<file path="config.mk">
export PLATFORM = sky130hd
export DESIGN_NAME = rbst_front
export DESIGN_NICKNAME = d
export VERILOG_FILES = /design/src/rtl/ray_box_slab_test_core_defines.svh /design/src/rtl/rbst_pkg.sv /design/src/rtl/rbst_front.sv
export SDC_FILE = /design/constraint.sdc
export NUM_CORES = 2
export LEC_CHECK = 0
export BUFFER_PORTS_ARGS = -buffer_cell sky130_fd_sc_hd__buf_2
export CORE_MARGIN = 1
export CORE_UTILIZATION = 48
export CTS_CLUSTER_SIZE = 40
export DETAILED_ROUTE_END_ITERATION = 8
export GPL_TIMING_DRIVEN = 0
export PLACE_DENSITY = 0.75
export SYNTH_ARGS = -nofsm -noshare
export SYNTH_HDL_FRONTEND = slang
export SYNTH_SLANG_ARGS = --single-unit
</file>
<file path="constraint.sdc">
create_clock -name clk -period 4.68 [get_ports clk]
set_input_delay 0.702 -clock clk [delete_from_list [all_inputs] [get_ports clk]]
set_output_delay 0.702 -clock clk [all_outputs]
set_load 0.1 [all_outputs]
</file>
<file path="src/rtl/ray_box_slab_test_core_defines.svh">
// assertion macros shared by the ray box slab test rtl
`ifndef RAY_BOX_SLAB_TEST_CORE_DEFINES_SVH
`define RAY_BOX_SLAB_TEST_CORE_DEFINES_SVH

// same-cycle implication, held off during reset
`define RBST_ASSERT_IMP(name, ck, rn, ante, cons, msg) \
	name: assert property (@(posedge ck) disable iff (!rn) (ante) |-> (cons)) \
		else $error(msg);

// next-cycle implication, held off during reset
`define RBST_ASSERT_NEXT(name, ck, rn, ante, cons, msg) \
	name: assert property (@(posedge ck) disable iff (!rn) (ante) |=> (cons)) \
		else $error(msg);

`endif

</file>
<file path="src/rtl/rbst_pkg.sv">
// shared constants and types of the ray box slab test
package rbst_pkg;

	localparam int COORD_BITS_DEF = 32;
	localparam int FRAC_BITS_DEF  = 16;
	localparam int CFG_IDX_W      = 3;
	localparam int NAXES          = 3;
	localparam int NLANES         = 6;

	typedef enum logic [CFG_IDX_W-1:0] {
		REG_ORIGIN_X,
		REG_ORIGIN_Y,
		REG_ORIGIN_Z,
		REG_DIR_X,
		REG_DIR_Y,
		REG_DIR_Z,
		REG_MARGIN,
		REG_SKIN_INSIDE
	} cfg_reg_t;

	typedef enum logic [1:0] {
		AXIS_X,
		AXIS_Y,
		AXIS_Z
	} axis_t;

	typedef struct packed {
		logic valid;
		logic org_in;
	} item_ctl_t;

endpackage

</file>
<file path="src/rtl/rbst_front.sv">
// front stages: grown bounds, origin inside test, slab distances
module rbst_front #(
	parameter int COORD_BITS = rbst_pkg::COORD_BITS_DEF
) (
	input  logic                         clk,
	input  logic                         arst_n,
	input  logic                         en,
	input  logic                         in_valid,
	input  logic signed [COORD_BITS-1:0] box_min [rbst_pkg::NAXES],
	input  logic signed [COORD_BITS-1:0] box_max [rbst_pkg::NAXES],
	input  logic        [COORD_BITS-3:0] grow [rbst_pkg::NAXES],
	input  logic signed [COORD_BITS-1:0] org [rbst_pkg::NAXES],
	input  logic                         dneg [rbst_pkg::NAXES],
	input  logic        [COORD_BITS-2:0] margin,
	input  logic                         skin,
	output rbst_pkg::item_ctl_t          ctl,
	output logic        [COORD_BITS+1:0] diff_mag [rbst_pkg::NLANES],
	output logic                         diff_neg [rbst_pkg::NLANES]
);
	import rbst_pkg::*;

	localparam int CB = COORD_BITS;
	localparam int LW = CB + 1;
	localparam int BW = CB + 2;
	localparam int DW = CB + 3;
	localparam int AW = CB + 2;

	logic valid_s1, valid_s2, valid_s3;
	logic inside_s2, inside_s3;
	logic signed [LW-1:0] lo_s1 [NAXES];
	logic signed [LW-1:0] hi_s1 [NAXES];
	logic signed [BW-1:0] lob_s2 [NAXES];
	logic signed [BW-1:0] hib_s2 [NAXES];
	logic        [AW-1:0] mag_s3 [NLANES];
	logic                 neg_s3 [NLANES];
	logic                 inside_c;
	logic signed [DW-1:0] dif_c [NLANES];

	always_ff @(posedge clk or negedge arst_n) begin
		if (!arst_n) begin
			valid_s1 <= 1'b0;
			valid_s2 <= 1'b0;
			valid_s3 <= 1'b0;
		end else if (en) begin
			valid_s1 <= in_valid;
			valid_s2 <= valid_s1;
			valid_s3 <= valid_s2;
		end
	end

	// origin inside the grown box, surface counted by skin
	always_comb begin
		inside_c = 1'b1;
		for (int i = 0; i < NAXES; i++) begin
			if (skin) begin
				inside_c &= (lo_s1[i] <= LW'(org[i])) && (LW'(org[i]) <= hi_s1[i]);
			end else begin
				inside_c &= (lo_s1[i] < LW'(org[i])) && (LW'(org[i]) < hi_s1[i]);
			end
		end
	end

	// near slab first in each lane pair, far slab second
	always_comb begin
		for (int i = 0; i < NAXES; i++) begin
			dif_c[2*i]   = DW'(dneg[i] ? hib_s2[i] : lob_s2[i]) - DW'(org[i]);
			dif_c[2*i+1] = DW'(dneg[i] ? lob_s2[i] : hib_s2[i]) - DW'(org[i]);
		end
	end

	always_ff @(posedge clk) begin
		if (en) begin
			for (int i = 0; i < NAXES; i++) begin
				lo_s1[i]  <= LW'(box_min[i]) - LW'(grow[i]);
				hi_s1[i]  <= LW'(box_max[i]) + LW'(grow[i]);
				lob_s2[i] <= BW'(lo_s1[i]) - BW'(margin);
				hib_s2[i] <= BW'(hi_s1[i]) + BW'(margin);
			end
			inside_s2 <= inside_c;
			inside_s3 <= inside_s2;
			for (int k = 0; k < NLANES; k++) begin
				mag_s3[k] <= dif_c[k][DW-1] ? AW'(-dif_c[k]) : AW'(dif_c[k]);
				neg_s3[k] <= dif_c[k][DW-1];
			end
		end
	end

	assign ctl      = '{valid: valid_s3, org_in: inside_s3};
	assign diff_mag = mag_s3;
	assign diff_neg = neg_s3;

endmodule

</file>
After elaboration in Yosys (flattened, before gate mapping)
Memory sizes are Yosys's and may differ from the RTL's.
Cells that the tools add are included.
{"block": "classes", "mul": 0, "n_eq_ne": 0, "magnitude_cmp": 12, "n_mux": 17, "n_reduce_logical": 6, "bitwise": 4, "shifts": 0, "div": 0, "n_addsub": 24}
{"op": "35-bit 2-to-1 mux", "n": 6}
{"op": "35-bit by 32-bit subtractor with 35-bit output", "n": 6}
{"op": "34-bit 2-to-1 mux", "n": 6}
{"op": "34-bit negator", "n": 6}
{"op": "33-bit by 32-bit adder with 34-bit output", "n": 3}
{"op": "33-bit by 32-bit subtractor with 34-bit output", "n": 3}
{"op": "32-bit by 31-bit adder with 33-bit output", "n": 3}
{"op": "32-bit by 33-bit less-or-equal comparator with 1-bit output", "n": 3}
{"op": "33-bit by 32-bit less-or-equal comparator with 1-bit output", "n": 3}
{"op": "32-bit by 33-bit less-than comparator with 1-bit output", "n": 3}
{"op": "33-bit by 32-bit less-than comparator with 1-bit output", "n": 3}
{"op": "32-bit by 31-bit subtractor with 33-bit output", "n": 3}
{"op": "1-bit logical AND", "n": 6}
{"op": "1-bit 2-to-1 mux", "n": 5}
{"op": "1-bit bitwise AND", "n": 4}
{"block": "word_totals", "mem_bits_rw": 402, "latch_bits": 0, "n_memories": 4, "rom_bits": 0, "output_inout_bits": 212, "ff_bits": 215}
{"memory": "hib_s2", "words": 3, "width": 34, "rd": 3, "rd_clocked_by_memory_dff": 0, "write_ports": 3, "line": "rbst_front.sv:33", "text": "logic signed [BW-1:0] hib_s2 [NAXES];"}
{"memory": "lob_s2", "words": 3, "width": 34, "rd": 3, "rd_clocked_by_memory_dff": 0, "write_ports": 3, "line": "rbst_front.sv:32", "text": "logic signed [BW-1:0] lob_s2 [NAXES];"}
{"memory": "hi_s1", "words": 3, "width": 33, "rd": 3, "rd_clocked_by_memory_dff": 0, "write_ports": 3, "line": "rbst_front.sv:31", "text": "logic signed [LW-1:0] hi_s1 [NAXES];"}
{"memory": "lo_s1", "words": 3, "width": 33, "rd": 3, "rd_clocked_by_memory_dff": 0, "write_ports": 3, "line": "rbst_front.sv:30", "text": "logic signed [LW-1:0] lo_s1 [NAXES];"}

Logic depth before layout (Yosys ltp)
{"block": "depth", "ltp_word": 7, "mapped_depth": 22}

Worst setup path after synthesis
No wires, ideal clock.
{"block": "synth_path", "kind": "input-to-reg", "start": "in dneg[0] (netlist name)", "end": "reg mag_s3 (netlist bit diff_mag[33]), data pin", "path_buffers": 3, "required_ns": 4.421, "setup_time_ns": 0.259, "path_slack_ns": -1.108, "stages": 20, "t_arrival_ns": 5.528, "cell_sequence": "clkbuf_1 -> buf_1 -> buf_1 -> mux2i_1 -> ha_1 -> inv_1 -> fa_1 -> a21o_1 -> and4_1 -> nor3_2 -> nor2_1 -> a21boi_2 -> a211oi_1 -> or3_1 -> a211oi_2 -> nand3_2 -> or4_4 -> or4_1 -> a22o_1 -> xnor2_1"}
{"block": "synth_via", "elab_chain_len": 4}
{"element": "from (decl)", "line": "rbst_front.sv:13", "text": "input logic dneg [rbst_pkg::NAXES],"}
{"element": "35-bit 2-to-1 mux (*)", "line": "rbst_front.sv:67", "text": "dif_c[2*i+1] = DW'(dneg[i] ? lob_s2[i] : hib_s2[i]) - DW'(org[i]);"}
{"element": "35-bit by 32-bit subtractor with 35-bit output (*)", "line": "rbst_front.sv:67"}
{"element": "34-bit negator", "line": "rbst_front.sv:82", "text": "mag_s3[k] <= dif_c[k][DW-1] ? AW'(-dif_c[k]) : AW'(dif_c[k]);"}
{"element": "34-bit 2-to-1 mux (*)", "line": "rbst_front.sv:82"}
{"element": "to (signal, indexed assignment)", "line": "rbst_front.sv:82"}
{"element": "to (decl)", "line": "rbst_front.sv:34", "text": "logic [AW-1:0] mag_s3 [NLANES];"}
Every way passes the cells marked *; elsewhere a longest branch is shown, timed or not.
A chain may end at the register's enable or synchronous reset.

Final worst setup path
{"block": "layout_path", "start": "in dneg[0] (netlist name)", "end": "reg mag_s3 (netlist bit diff_mag[66]), data pin"}
{"block": "layout_via", "elab_chain_len": 4}
{"element": "35-bit 2-to-1 mux (*)", "line": "rbst_front.sv:66", "text": "dif_c[2*i] = DW'(dneg[i] ? hib_s2[i] : lob_s2[i]) - DW'(org[i]);"}
{"element": "35-bit by 32-bit subtractor with 35-bit output (*)", "line": "rbst_front.sv:66"}
{"element": "34-bit negator", "line": "rbst_front.sv:82"}
{"element": "34-bit 2-to-1 mux (*)", "line": "rbst_front.sv:82"}
Marked as above.

==> flow_summary.json <==
{
  "postSynthAreaPerCell_um2": 9.420,
  "worst_slew_pin_slew_ps": 1163,
  "core_area_mm2": 0.1200,
  "dp_slack_ps": -1394,
  "viasPerCell": 5.973,
  "grt_max_degree": 131,
  "end_kind": "flop",
  "clkTransAtPathRegs_ps": 60,
  "crit_arrival_ps": 5270,
  "ant_nets": 0,
  "ctsRootBufferMaster": "clkbuf_16",
  "clock-sinks": 617,
  "worstPathRequired_ps": 5100,
  "fillers": 10550,
  "rsz0062_at_grt": "yes",
  "syn_inst": 6175,
  "status": "finished with violations",
  "dieWidth_um": 350.1,
  "ff2ff_setup_slack_ps": -140,
  "worstSetupPathType": "input pin to flop",
  "synth-main-ff-cell": "edfxtp_1",
  "power_frac_seq": 0.245,
  "clock_latency_ps": 700,
  "cellPowerDensity_mw_per_mm2": 558.3,
  "grt_first_pass_wirelength_mm": 294.2,
  "finalNonFillerCells": 8645,
  "num_rows": 127,
  "dieHeight_um": 350.1,
  "cts_buffers": 75,
  "seqCellArea_mm2": 0.01851,
  "p_switching_w": 0.01912,
  "layout-drive-gt1-share": 0.1848,
  "yosysWarnings": 0,
  "max_slew_margin": 0.2179,
  "cts_buffer_depth": 3,
  "dp_hpwl_mm": 169.8,
  "fmax_ghz": 0.2062,
  "path_buf_inv": 4,
  "cts_tree": "built",
  "layout_commonest_cell": "ha_1",
  "dieArea_mm2": 0.1226,
  "cp_slowest_stage_delay_ps": 540,
  "layout_min_cycle_time_ps": 4849,
  "mappedNetlistArea_mm2": 0.05817,
  "wirelength_mm": 206.7,
  "combPwrFrac": 0.599,
  "p_sw_frac": 0.5039,
  "hold_viol": 0,
  "synth.distinct_cells": 97,
  "drt_iter0_markers": 4756,
  "violations": "setup timing",
  "clkPwrFrac": 0.157,
  "drv_slew": 0,
  "cpMostUsedCell": "buf_12",
  "fin_crit_sh": 1.036,
  "hp-class": "input pin to flop",
  "htreeDepth": 3,
  "post-place-cells": 8417,
  "grt_util_all_layers": 0.3233,
  "first_pass_iters": 7,
  "p_leak_nw": 30.11,
  "path_max_fanout": 9,
  "routedWlPerCell_um": 23.91,
  "synth.net_count": 7384,
  "cp_slowest_cell": "or4_4",
  "ir_drop_uv": 727.0,
  "synth-seq-cells": 617,
  "start_util": 0.4849,
  "ios": 629,
  "synth_edf_count": 614,
  "dr_total_vias": 51640,
  "crit_chain": "clkbuf_8 > buf_12 > buf_12 > mux2i_1 > ha_2 > inv_2 > fa_2 > a211oi_2 > o211ai_1 > and2_4 > a211o_4 > o31ai_4 > xnor2_2 > or4_4 > nor3_4 > or3b_4 > or2_4 > nor4b_4 > nor2_1 > xor2_1",
  "drc": 0,
  "gp_congestion": 1.004,
  "cap_violations": 0,
  "worst_slack_ps": -168.9,
  "power.internal_w": 0.01882,
  "multi_input_area_mm2": 0.03864,
  "setup-violations-final": 7,
  "mostFrequentLayoutCells": "763 x ha_1, 629 x buf_2, 614 x edfxtp_1",
  "nNetsFinal": 8146,
  "grt_overflow": 0,
  "cp_top_family": "simple AND/OR/NAND/NOR gates",
  "antenna_found_initial": 73,
  "port_buffers": 625,
  "start_kind": "input pin",
  "area_growth_pct": 16.82,
  "grt_pass1_vias": 48920,
  "clock_skew_ps": 32.63,
  "ys_seq_area_frac": 0.3183,
  "postSynth.asyncResetShare": 0.004862
}
[routing by layer]
layer / global-route usage / vias to the layer above / routed length [um]
met1: 0.3921 / 24480 / 79840
met5: 0 / - / 414
met4: 0.1678 / 60 / 10370
met3: 0.07942 / 473 / 20590
met2: 0.5299 / 2226 / 95460
li1: - / 24400 / -
[registers in the layout, summed over array words and instances, names as in the netlist]
register,cells
inside_s2,1
valid_s1,1
lob_s2,102
diff_neg,6
hib_s2,102
lo_s1,99
diff_mag,204
valid_s2,1
inside_s3,1
valid_s3,1
hi_s1,99
[layout make-up]
cell class,instances,share of cell area
Sequential cell,617,0.2724
Multi-Input combinational cell,4950,0.5686
Antenna cell,36,0.001326
Buffer,84,0.008635
Clock buffer,94,0.02929
Timing Repair Buffer,694,0.05549
Tap cell,1612,0.02968
Clock inverter,43,0.006002
Inverter,515,0.02854
[cell usage after synthesis (all sizes together) (14+ instances only)]
cell type    n  area, um^2
a2111oi     20       175.2
a211o       21       183.9
a211oi      53       402.9
a21boi      36       274.0
a21o       326        2447
a21oi      501        2515
a31o        17       148.9
a31oi       62       387.9
and2        32       200.2
and3        48       300.3
and4        18       157.7
buf         24       101.3
clkbuf      69       259.0
edfxtp     614       18440
fa          18       360.4
ha         774        9684
inv        515        1933
mux2       205        2308
nand2      305        1147
nand2b      97       606.8
nand3      123       620.6
nand3b      14       105.1
nand4       91       569.3
nor2       367        1378
nor2b      125       782.0
nor3       116       595.6
nor3b       15       117.6
nor4        20       125.1
o2111ai     17       148.9
o211ai      26       195.2
o21a       106       795.8
o21ai      377        1887
o21bai      54       405.4
o31ai       43       341.6
or2         33       206.4
or3         40       250.2
or4         17       131.4
xnor2      459        4020
xor2       204        1787
[per-stage QoR]
step | instance area, um^2 | total power [W] | hold WS [ps] | setup TNS (ps) | util
floorplan | 58700 | 0.02619 | 400.3 | -1845 | -
global placement | 63850 | 0.03076 | 407.8 | -4243560 | 0.5322
detailed placement | 64000 | 0.03096 | 408.4 | -201020 | 0.5334
CTS | 67040 | 0.03731 | 221.5 | -42.69 | 0.5588
global route | 67910 | 0.03975 | 247.0 | -2620 | 0.5661
finish | 67960 | 0.03794 | 259.0 | -644.4 | 0.5664
[final timing paths]
check,startpoint,to,cells after the start
max,dneg[0],diff_mag[66],20
min,in_valid,valid_s1,2
max reg2reg,lob_s2[0][68],diff_mag[66],17
min reg2reg,inside_s2,inside_s3,0
max in group asynchronous,arst_n,valid_s2,2
min in group asynchronous,arst_n,valid_s1,2
[kinds of logic after synthesis]
group                    after synthesis  share of synthesized area
AO/OA/AOI/OAI                       1791                     0.1983
XOR/XNOR                             663                    0.09983
adder cells (fa/ha/maj)              792                     0.1727
buffers and inverters                608                    0.03943
flip-flops                           617                     0.3183
multiplexers                         217                    0.04175
AND/OR/NAND/NOR                     1487                     0.1298
[power groups by stage]
| stage | Sequential (W) | Combinational [W] | Clock [W] |
|---|---|---|---|
| global placement | 0.00944 | 0.0213 | 0 |
| CTS | 0.00927 | 0.0220 | 0.00601 |
| floorplan | 0.0154 | 0.0108 | 0 |
| detailed placement | 0.00937 | 0.0216 | 0 |
| global route | 0.00941 | 0.0241 | 0.00620 |
| finish | 0.00928 | 0.0227 | 0.00594 |
[timing repair]
item	in CTS	in global routing
endpoints found under the setup margin	168	187
pin swaps	29	53
gates cloned	0	0
gates resized for setup	91	135
endpoints found under the hold margin	3	0
buffers inserted	26	37
hold buffers	1	0
No activity file was read; power rests on OpenSTA's default activity.
